**src/sv/wep_pkg.sv**
```systemverilog
// ----------------------------------------------------------------------------
// wep_pkg: shared types and constants for the frame cipher
// Sizes, register indexes, status codes and the CRC byte step.
// ----------------------------------------------------------------------------
package wep_pkg;

  localparam int KEY_BYTES  = 13;
  localparam int IV_BYTES   = 3;
  localparam int SEED_BYTES = KEY_BYTES + IV_BYTES;
  localparam int SEED_W     = $clog2(SEED_BYTES);

  localparam logic [31:0] CRC_POLY = 32'hEDB88320;
  localparam logic [31:0] CRC_ONES = 32'hFFFFFFFF;

  localparam logic [1:0] REG_KEY_LOW  = 2'd0;
  localparam logic [1:0] REG_KEY_HIGH = 2'd1;
  localparam logic [1:0] REG_IV       = 2'd2;
  localparam logic [1:0] REG_DIR      = 2'd3;

  localparam logic [1:0] ST_OK       = 2'd0;
  localparam logic [1:0] ST_MISMATCH = 2'd1;
  localparam logic [1:0] ST_SHORT    = 2'd2;

  typedef enum logic [3:0] {
    S_IDLE,
    S_FILL,
    S_KS_RD_I,
    S_KS_RD_J,
    S_KS_WR_I,
    S_KS_WR_J,
    S_RD_I,
    S_RD_J,
    S_WR_I,
    S_WR_J,
    S_RD_K,
    S_EMIT
  } wep_state_t;

  function automatic logic [31:0] crc_byte(input logic [31:0] c, input logic [7:0] b);
    logic [31:0] r;
    r = c ^ {24'd0, b};
    for (int n = 0; n < 8; n++) begin
      r = (r >> 1) ^ (r[0] ? CRC_POLY : 32'd0);
    end
    return r;
  endfunction

endpackage

```
**src/sv/wep_ram.sv**
```systemverilog
// ----------------------------------------------------------------------------
// wep_ram: generic single port ram
// One write or read per cycle, registered read data.
// ----------------------------------------------------------------------------
module wep_ram #(
  parameter int WIDTH = 8,
  parameter int DEPTH = 256
) (
  input  logic                     clk,
  input  logic                     we,
  input  logic [$clog2(DEPTH)-1:0] addr,
  input  logic [WIDTH-1:0]         wdata,
  output logic [WIDTH-1:0]         rdata
);
  logic [WIDTH-1:0] mem [DEPTH];

  always_ff @(posedge clk) begin
    if (we) begin
      mem[addr] <= wdata;
    end
    rdata <= mem[addr];
  end
endmodule

```
**src/sv/wep_frame_encrypt_decrypt.sv**
```systemverilog
// ----------------------------------------------------------------------------
// wep_frame_encrypt_decrypt: rc4 cipher with crc-32 icv, one byte per beat
// Top level: sequencer around a single port s-box ram.
// ----------------------------------------------------------------------------
// Usage: write key_low (0), key_high (1), init_vector (2) and direction (3)
// on the cfg channel while no frame byte is in work. Frame bytes enter on the
// in_ channel, in_last on the final one; results leave on the out_ channel.
// The first byte of a frame triggers the key schedule on the s-box ram: all
// 256 entries are filled, then 256 swap steps follow (s[i] read, s[j] read,
// two swap writes). Each byte then runs through s[i] read, s[j] read, two
// swap writes, keystream read and the result state, all through the one
// ram port; the sequencer then goes back to idle, the only state in which a
// new byte is taken. Encrypt gives one beat per byte and four icv beats
// after the last byte, each another keystream step. Decrypt holds four
// bytes, then gives one beat per byte; a frame of four bytes or fewer gives
// a single status beat. in_stall is low only in the idle state; the result
// register parts the two sides, so a new byte is taken while a beat still
// waits. While out_stall is high the result beat holds and the next result
// waits in its last cycle. Reset clears the config registers, indices and
// counters, sets the crc to all ones; the s-box is rebuilt at frame start.
// ----------------------------------------------------------------------------
module wep_frame_encrypt_decrypt
  import wep_pkg::*;
(
  input  logic        clk,
  input  logic        rst_n,
  input  logic        in_valid,
  output logic        in_stall,
  input  logic [7:0]  in_data_byte,
  input  logic        in_last,
  output logic        out_valid,
  input  logic        out_stall,
  output logic [7:0]  out_out_byte,
  output logic        out_carries_byte,
  output logic        out_frame_end,
  output logic [1:0]  out_status,
  input  logic        cfg_valid,
  output logic        cfg_ready,
  input  logic [1:0]  cfg_index,
  input  logic [63:0] cfg_data
);

  logic [63:0] key_low_r;
  logic [39:0] key_high_r;
  logic [23:0] iv_r;
  logic        dir_r;

  wep_state_t state_r, state_nxt;
  logic [7:0]  cnt_r, cnt_nxt;       // fill / schedule index
  logic [SEED_W-1:0] seed_r, seed_nxt;
  logic [7:0]  i_r, i_nxt, j_r, j_nxt;
  logic [7:0]  si_r, si_nxt, sj_r, sj_nxt;
  logic [31:0] crc_r, crc_nxt;
  logic [7:0]  hold_r [4];
  logic [7:0]  hold_nxt [4];
  logic [2:0]  held_r, held_nxt;
  logic        mid_r, mid_nxt, fdir_r, fdir_nxt;
  logic [7:0]  byte_r, byte_nxt;
  logic        last_r, last_nxt;
  logic [1:0]  icv_r, icv_nxt;       // icv bytes left after current one
  logic        icv_mode_r, icv_mode_nxt;
  logic        ov_r, ov_nxt;
  logic [7:0]  ob_r, ob_nxt;
  logic        oc_r, oc_nxt, oe_r, oe_nxt;
  logic [1:0]  os_r, os_nxt;

  logic       we;
  logic [7:0] addr, wdata, rdata;
  logic [7:0] sb;
  logic       in_take, out_free, icv_more;

  wep_ram #(.WIDTH(8), .DEPTH(256)) u_sbox (
    .clk(clk), .we(we), .addr(addr), .wdata(wdata), .rdata(rdata)
  );

  assign cfg_ready = 1'b1;
  assign in_stall  = (state_r != S_IDLE);
  assign in_take   = in_valid && !in_stall;
  assign out_free  = !ov_r || !out_stall;
  // another keystream step follows for an icv byte
  assign icv_more  = !fdir_r && (icv_mode_r ? (icv_r != 2'd0) : last_r);
  assign out_valid        = ov_r;
  assign out_out_byte     = ob_r;
  assign out_carries_byte = oc_r;
  assign out_frame_end    = oe_r;
  assign out_status       = os_r;

  always_comb begin
    logic [127:0] seed_all;
    seed_all = {key_high_r, key_low_r, iv_r};
    sb = seed_all[{seed_r, 3'd0} +: 8];
  end

  always_ff @(posedge clk) begin
    if (!rst_n) begin
      key_low_r <= '0; key_high_r <= '0; iv_r <= '0; dir_r <= 1'b0;
    end else if (cfg_valid && cfg_ready) begin
      unique case (cfg_index)
        REG_KEY_LOW:  key_low_r  <= cfg_data;
        REG_KEY_HIGH: key_high_r <= cfg_data[39:0];
        REG_IV:       iv_r       <= cfg_data[23:0];
        REG_DIR:      dir_r      <= cfg_data[0];
        default: ;
      endcase
    end
  end

  // next state
  always_comb begin
    state_nxt = state_r;
    unique case (state_r)
      S_IDLE:    if (in_take) state_nxt = mid_r ? S_RD_I : S_FILL;
      S_FILL:    if (cnt_r == 8'hFF) state_nxt = S_KS_RD_I;
      S_KS_RD_I: state_nxt = S_KS_RD_J;
      S_KS_RD_J: state_nxt = S_KS_WR_I;
      S_KS_WR_I: state_nxt = S_KS_WR_J;
      S_KS_WR_J: state_nxt = (cnt_r == 8'hFF) ? S_RD_I : S_KS_RD_I;
      S_RD_I:    state_nxt = S_RD_J;
      S_RD_J:    state_nxt = S_WR_I;
      S_WR_I:    state_nxt = S_WR_J;
      S_WR_J:    state_nxt = S_RD_K;
      S_RD_K:    state_nxt = S_EMIT;
      S_EMIT: begin
        if (out_free) state_nxt = icv_more ? S_RD_I : S_IDLE;
      end
      default: state_nxt = S_IDLE;
    endcase
  end

  // datapath and ram control
  always_comb begin
    logic [7:0] d, p;
    logic [31:0] c1;
    cnt_nxt = cnt_r; seed_nxt = seed_r; i_nxt = i_r; j_nxt = j_r;
    si_nxt = si_r; sj_nxt = sj_r; crc_nxt = crc_r; held_nxt = held_r;
    for (int n = 0; n < 4; n++) hold_nxt[n] = hold_r[n];
    mid_nxt = mid_r; fdir_nxt = fdir_r; byte_nxt = byte_r; last_nxt = last_r;
    icv_nxt = icv_r; icv_mode_nxt = icv_mode_r;
    ov_nxt = ov_r && out_stall; ob_nxt = ob_r; oc_nxt = oc_r; oe_nxt = oe_r;
    os_nxt = os_r;
    we = 1'b0; addr = 8'd0; wdata = 8'd0;
    d = 8'd0; p = 8'd0; c1 = 32'd0;
    unique case (state_r)
      S_IDLE: begin
        if (in_take) begin
          byte_nxt = in_data_byte; last_nxt = in_last;
          icv_mode_nxt = 1'b0;
          if (!mid_r) begin
            cnt_nxt = 8'd0; seed_nxt = '0; j_nxt = 8'd0; i_nxt = 8'd0;
            crc_nxt = CRC_ONES; held_nxt = 3'd0; fdir_nxt = dir_r;
          end
          mid_nxt = !in_last;
        end
      end
      S_FILL: begin
        we = 1'b1; addr = cnt_r; wdata = cnt_r;
        cnt_nxt = cnt_r + 8'd1;
      end
      S_KS_RD_I: begin
        addr = cnt_r;
      end
      S_KS_RD_J: begin
        // rdata is s[cnt]
        si_nxt = rdata;
        j_nxt = j_r + rdata + sb;
        addr = j_r + rdata + sb;
      end
      S_KS_WR_I: begin
        we = 1'b1; addr = cnt_r; wdata = rdata;
      end
      S_KS_WR_J: begin
        we = 1'b1; addr = j_r; wdata = si_r;
        cnt_nxt = cnt_r + 8'd1;
        seed_nxt = (seed_r == SEED_W'(SEED_BYTES - 1)) ? '0 : seed_r + 1'b1;
        if (cnt_r == 8'hFF) begin
          i_nxt = 8'd0; j_nxt = 8'd0;
        end
      end
      S_RD_I: begin
        addr = i_r + 8'd1;
        i_nxt = i_r + 8'd1;
      end
      S_RD_J: begin
        si_nxt = rdata;
        j_nxt = j_r + rdata;
        addr = j_r + rdata;
      end
      S_WR_I: begin
        sj_nxt = rdata;
        we = 1'b1; addr = i_r; wdata = rdata;
      end
      S_WR_J: begin
        we = 1'b1; addr = j_r; wdata = si_r;
      end
      S_RD_K: begin
        addr = si_r + sj_r;
      end
      S_EMIT: begin
        // address held so the keystream byte stays on rdata while stalled
        addr = si_r + sj_r;
        if (out_free) begin
          d = byte_r ^ rdata;
          if (icv_mode_r) begin
            ov_nxt = 1'b1; ob_nxt = d; oc_nxt = 1'b1; oe_nxt = (icv_r == 2'd0);
            os_nxt = ST_OK;
            if (icv_r != 2'd0) begin
              icv_nxt = icv_r - 2'd1;
              byte_nxt = crc_r[15:8];
              crc_nxt = {8'd0, crc_r[31:8]};
            end else begin
              icv_mode_nxt = 1'b0;
            end
          end else if (!fdir_r) begin
            c1 = crc_byte(crc_r, byte_r);
            crc_nxt = c1;
            ov_nxt = 1'b1; ob_nxt = d; oc_nxt = 1'b1; oe_nxt = 1'b0; os_nxt = ST_OK;
            if (last_r) begin
              icv_mode_nxt = 1'b1; icv_nxt = 2'd3;
              byte_nxt = ~c1[7:0];
              crc_nxt = ~c1;
            end
          end else if (held_r < 3'd4) begin
            hold_nxt[held_r[1:0]] = d;
            held_nxt = held_r + 3'd1;
            if (last_r) begin
              ov_nxt = 1'b1; ob_nxt = 8'd0; oc_nxt = 1'b0; oe_nxt = 1'b1;
              os_nxt = ST_SHORT;
            end
          end else begin
            p = hold_r[0];
            hold_nxt[0] = hold_r[1]; hold_nxt[1] = hold_r[2];
            hold_nxt[2] = hold_r[3]; hold_nxt[3] = d;
            c1 = crc_byte(crc_r, p);
            crc_nxt = c1;
            ov_nxt = 1'b1; ob_nxt = p; oc_nxt = 1'b1; oe_nxt = last_r; os_nxt = ST_OK;
            if (last_r && ({d, hold_r[3], hold_r[2], hold_r[1]} != ~c1)) begin
              os_nxt = ST_MISMATCH;
            end
          end
        end
      end
      default: ;
    endcase
  end

  always_ff @(posedge clk) begin
    if (!rst_n) begin
      state_r <= S_IDLE;
      mid_r <= 1'b0; fdir_r <= 1'b0; held_r <= 3'd0; crc_r <= CRC_ONES;
      i_r <= 8'd0; j_r <= 8'd0; ov_r <= 1'b0; icv_mode_r <= 1'b0;
      cnt_r <= 8'd0; seed_r <= '0; icv_r <= 2'd0;
    end else begin
      state_r <= state_nxt;
      mid_r <= mid_nxt; fdir_r <= fdir_nxt; held_r <= held_nxt; crc_r <= crc_nxt;
      i_r <= i_nxt; j_r <= j_nxt; ov_r <= ov_nxt; icv_mode_r <= icv_mode_nxt;
      cnt_r <= cnt_nxt; seed_r <= seed_nxt; icv_r <= icv_nxt;
    end
    si_r <= si_nxt; sj_r <= sj_nxt;
    byte_r <= byte_nxt; last_r <= last_nxt;
    ob_r <= ob_nxt; oc_r <= oc_nxt; oe_r <= oe_nxt; os_r <= os_nxt;
    for (int n = 0; n < 4; n++) hold_r[n] <= hold_nxt[n];
  end

  a_out_hold: assert property (@(posedge clk) disable iff (!rst_n)
    out_valid && out_stall |=> out_valid &&
      $stable({out_out_byte, out_carries_byte, out_frame_end, out_status}));

  a_empty_zero: assert property (@(posedge clk) disable iff (!rst_n)
    out_valid && !out_carries_byte |-> out_out_byte == 8'd0);

  a_status_end: assert property (@(posedge clk) disable iff (!rst_n)
    out_valid && !out_frame_end |-> out_status == ST_OK);

  a_busy_stall: assert property (@(posedge clk) disable iff (!rst_n)
    state_r != S_IDLE |-> in_stall);

endmodule
```
**config.mk**
```make
export PLATFORM = sky130hd
export DESIGN_NAME = wep_frame_encrypt_decrypt
export DESIGN_NICKNAME = d
export VERILOG_FILES = /design/src/sv/wep_pkg.sv /design/src/sv/wep_ram.sv /design/src/sv/wep_frame_encrypt_decrypt.sv
export SDC_FILE = /design/constraint.sdc
export NUM_CORES = 2
export LEC_CHECK = 0
export ABC_AREA = 1
export BUFFER_PORTS_ARGS = -buffer_cell sky130_fd_sc_hd__buf_4
export CORE_ASPECT_RATIO = 1.2
export CORE_MARGIN = 5
export CORE_UTILIZATION = 60
export DETAILED_ROUTE_END_ITERATION = 6
export PLACE_DENSITY = 0.73
export SETUP_SLACK_MARGIN = 0.05
export SYNTH_ARGS = -nofsm -noshare
export SYNTH_HDL_FRONTEND = slang
export SYNTH_SLANG_ARGS = --single-unit
```
**constraint.sdc**
```tcl
create_clock -name clk -period 15 [get_ports clk]
set_input_delay 1.5 -clock clk [delete_from_list [all_inputs] [get_ports clk]]
set_output_delay 1.5 -clock clk [all_outputs]
set_load 0.1 [all_outputs]
```
==> out/metrics.yaml <==
status:
  status: "finished, violations left"
  violations: "design-rule violations"
synthesis:
  syn-cell-area_sq_um: 103000
  yosysUniqueCellTypes: 56
  yosys.area_share.xor_xnor_pct: 1.52
  seq_area_frac_synth_pct: 66.0
  ys_seq_elements: 2327
  synth_edf_count: 2117
  syn_avg_cell_area_sq_um: 9.69
  ys.flop_type: "edfxtp_1"
  synth_top_family_by_area: "simple AND/OR/NAND/NOR gates"
  synth_area_leader_cell: "edfxtp_1"
  synth_adder_area_share_pct: 0.424
  async_reset_ff_share_pct: 0
  synth.area.top_cells: "edfxtp_1 (62%), nand2_1 (20%), dfxtp_1 (4.1%)"
  yosys_warnings: 0
  synth.top_cell.area_share_pct: 61.9
  syn-num-nets: 10716
  yosys.area_share.simple_pct: 25.5
  synth-compound-area-share_pct: 3.43
  postSynthCellCount: 10603
  muxShareOfSynthArea_pct: 0
grt:
  grt_max_degree: 183
  first_global_vias: 73182
  antenna_found_initial: 7
  grt_use_total_pct: 31.4
  grt_overflow: 0
  grt_pass1_wl_microns: 436000
critical_path:
  crit_start: "seed_r[0]$_SDFFE_PN0P_"
  end_kind: "flip-flop"
  path_class: "reg2reg"
  worstSetupStartpointType: "flip-flop"
  crit_fanout: 92
  critPathArrivalTime_ps: 8530
  worstReg2RegStart: "seed_r[0]$_SDFFE_PN0P_"
  cp.required_ps: 15800
worst_hold_path:
  hp-class: "reg2reg"
  hold_start: "key_low_r[21]$_SDFFE_PN0P_"
floorplan:
  ios: 95
  rows: 166
  die_h_microns: 463
  die-area_sq_um: 180000
  die_x_microns: 388
  coreArea_sq_um: 171000
  start_util_pct: 60.3
cells_and_area:
  drive_above_1_share_pct: 5.69
  most-common-layout-cells: "nand2_1 (5350), edfxtp_1 (2117), nor2_1 (755), nand4_1 (347), o21ai_0 (321)"
  fin_area_sq_um: 112000
  nNetsFinal: 10524
  syn2layout_area_growth_pct: 8.76
  layout_commonest_cell: "nand2_1"
place:
  io_buffers: 93
  place_area_sq_um: 105000
  dp_hpwl_microns: 163000
  gp_congestion: 0.952
clock_network:
  cts_max_path_buffers: 3
  clkSinkCount: 2327
  clock_tree.root_cell: "clkbuf_16"
  cts_tree: "yes"
  cts.hold.buffers_added: 0
  post_cts_resized: 0
  numCtsBuffers: 216
  clk_latency_ps: 870
  clkTransAtPathRegs_ps: 60
  post_cts_buffers: 0
  h-tree-depth: 4
power_and_ir_drop:
  power.density_nw_per_um2: 165
  p_leak_nw: 45.2
  peakVddDrop_mv: 0.173
sta:
  setup_violations: 0
  hold_viol: 0
  setup-tns-final_ps: 0
  layout_min_cycle_time_ps: 7730
  worst_slew_pin_slew_ps: 1270
  grt_setup_unrepaired: "no"
  finalCritPeriodShare_pct: 51.5
  maxSlewViolCount: 0
  fin_worst_skew_ps: 37.5
  relSlewSlack_pct: 15.6
  max_freq_mhz: 129
drt:
  dr_total_vias: 76067
  via_per_inst: 5.91
  post_drt_wl_per_cell_microns: 22.5
  ant_nets: 0
  dr.pass1.iters: 7
  drc: 1
  drt-initial-drc-count: 9462
  routed_wl_microns: 289000
run:
  drv_cap: 0
[final cells by class]
cell class / instances / area, sq um
diodes: 4 / 10.0
clock buffers: 283 / 5910
clock inverters: 122 / 1100
fillers: 13093 / 58800
inverters: 174 / 676
multi-input cells: 7489 / 31800
flip-flops and latches: 2327 / 67800
well taps: 2268 / 2840
repair buffers: 203 / 1650
[critical path, cell delays in order (launching register included)]
cell and delay, ps:
dfxtp_2 320, inv_1 490, buf_4 490, o21ai_0 140
o221ai_1 180, nand3_1 120, nand2_1 180, ha_1 150
nand3_1 80, nand2_1 160, nor2_4 140, nand3_4 460
buf_4 760, buf_4 880, buf_4 900, buf_4 780
nand2_1 170, nand2_1 120, nand2_1 60, nand2_1 120
nand2_1 50, nand2_1 150, o21ai_0 90, nand2_1 210
nor2_1 70, nor2_1 90, nor2_1 60, nand2_1 80
[sequential cells by signal, summed over array words and instances (netlist names), 2 cells and up]
| signal | cells |
|---|---|
| u_sbox.rdata | 8 |
| held_r | 3 |
| seed_r | 4 |
| byte_r | 8 |
| sj_r | 8 |
| cnt_r | 8 |
| icv_r | 2 |
| out_out_byte | 8 |
| si_r | 8 |
| key_high_r | 40 |
| out_status | 2 |
| iv_r | 24 |
| j_r | 8 |
| key_low_r | 64 |
| state_r | 4 |
| u_sbox.mem | 2048 |
| i_r | 8 |
| hold_r | 32 |
| crc_r | 32 |
[routing by layer]
layer  track usage [%]  part of all wire (%)  vias to the layer above
met5                 0                 0.014                        -
met4              16.2                   5.5                        6
met3              5.41                    10                      788
met2              50.7                    47                     4322
met1              41.3                    37                    36180
li1                  -                     -                    34771
[cell usage after synthesis, drive strengths merged (2+ instances only)]
cell	instances
and2	3
inv	171
o221ai	25
nand3	96
nor3b	3
o22ai	32
nor3	16
a31oi	7
o21ai	377
fa	3
xor2	125
o21a	3
o2111ai	3
o32ai	2
buf	267
nand2	5381
xnor2	52
a21oi	131
o21bai	2
nand3b	4
clkinv	3
edfxtp	2117
dfxtp	210
nand4	347
o31ai	2
o211ai	32
or2	19
nor2	770
clkbuf	346
ha	30
a221oi	6
a211oi	9
[per-stage QoR]
stage | instances | setup WS, ps | hold slack, ps | utilization (%) | power (mW)
after floorplan | 10603 | 5810 | 430 | - | 11.5
after global placement | 12461 | 7600 | 444 | 61.4 | 12.9
after detailed placement | 12461 | 7520 | 466 | 61.4 | 13.0
after CTS | 12866 | 7420 | 480 | 65.5 | 18.4
after global routing | 12866 | 6730 | 510 | 65.5 | 19.3
final | 12870 | 7270 | 480 | 65.5 | 18.5
[cells by family after synthesis]
logic type	Yosys count
buffers and inverters	787
other	1
adders and majority gates	33
AOI/OAI and AO/OA	638
DFF	2327
xor gates and xnor gates	177
and+or+nand+nor	6640
[worst paths after layout]
path	endpoint	slack, ps	cells after the start
worst min-delay path	key_low_r[21]$_SDFFE_PN0P_	480	2
worst max-delay path	u_sbox.rdata[6]$_DFF_P_	7270	27
worst max register to register	u_sbox.rdata[6]$_DFF_P_	7270	27
worst min register to register	key_low_r[21]$_SDFFE_PN0P_	480	2
[power by group]
group	total, mW	switching (mW)	leakage, nW	internal [mW]
clock	5.48	2.40	3.44	3.08
sequential	7.54	0.144	20.9	7.40
combinational	5.47	3.99	20.9	1.49
No activity file was read; power rests on OpenSTA's default activity.
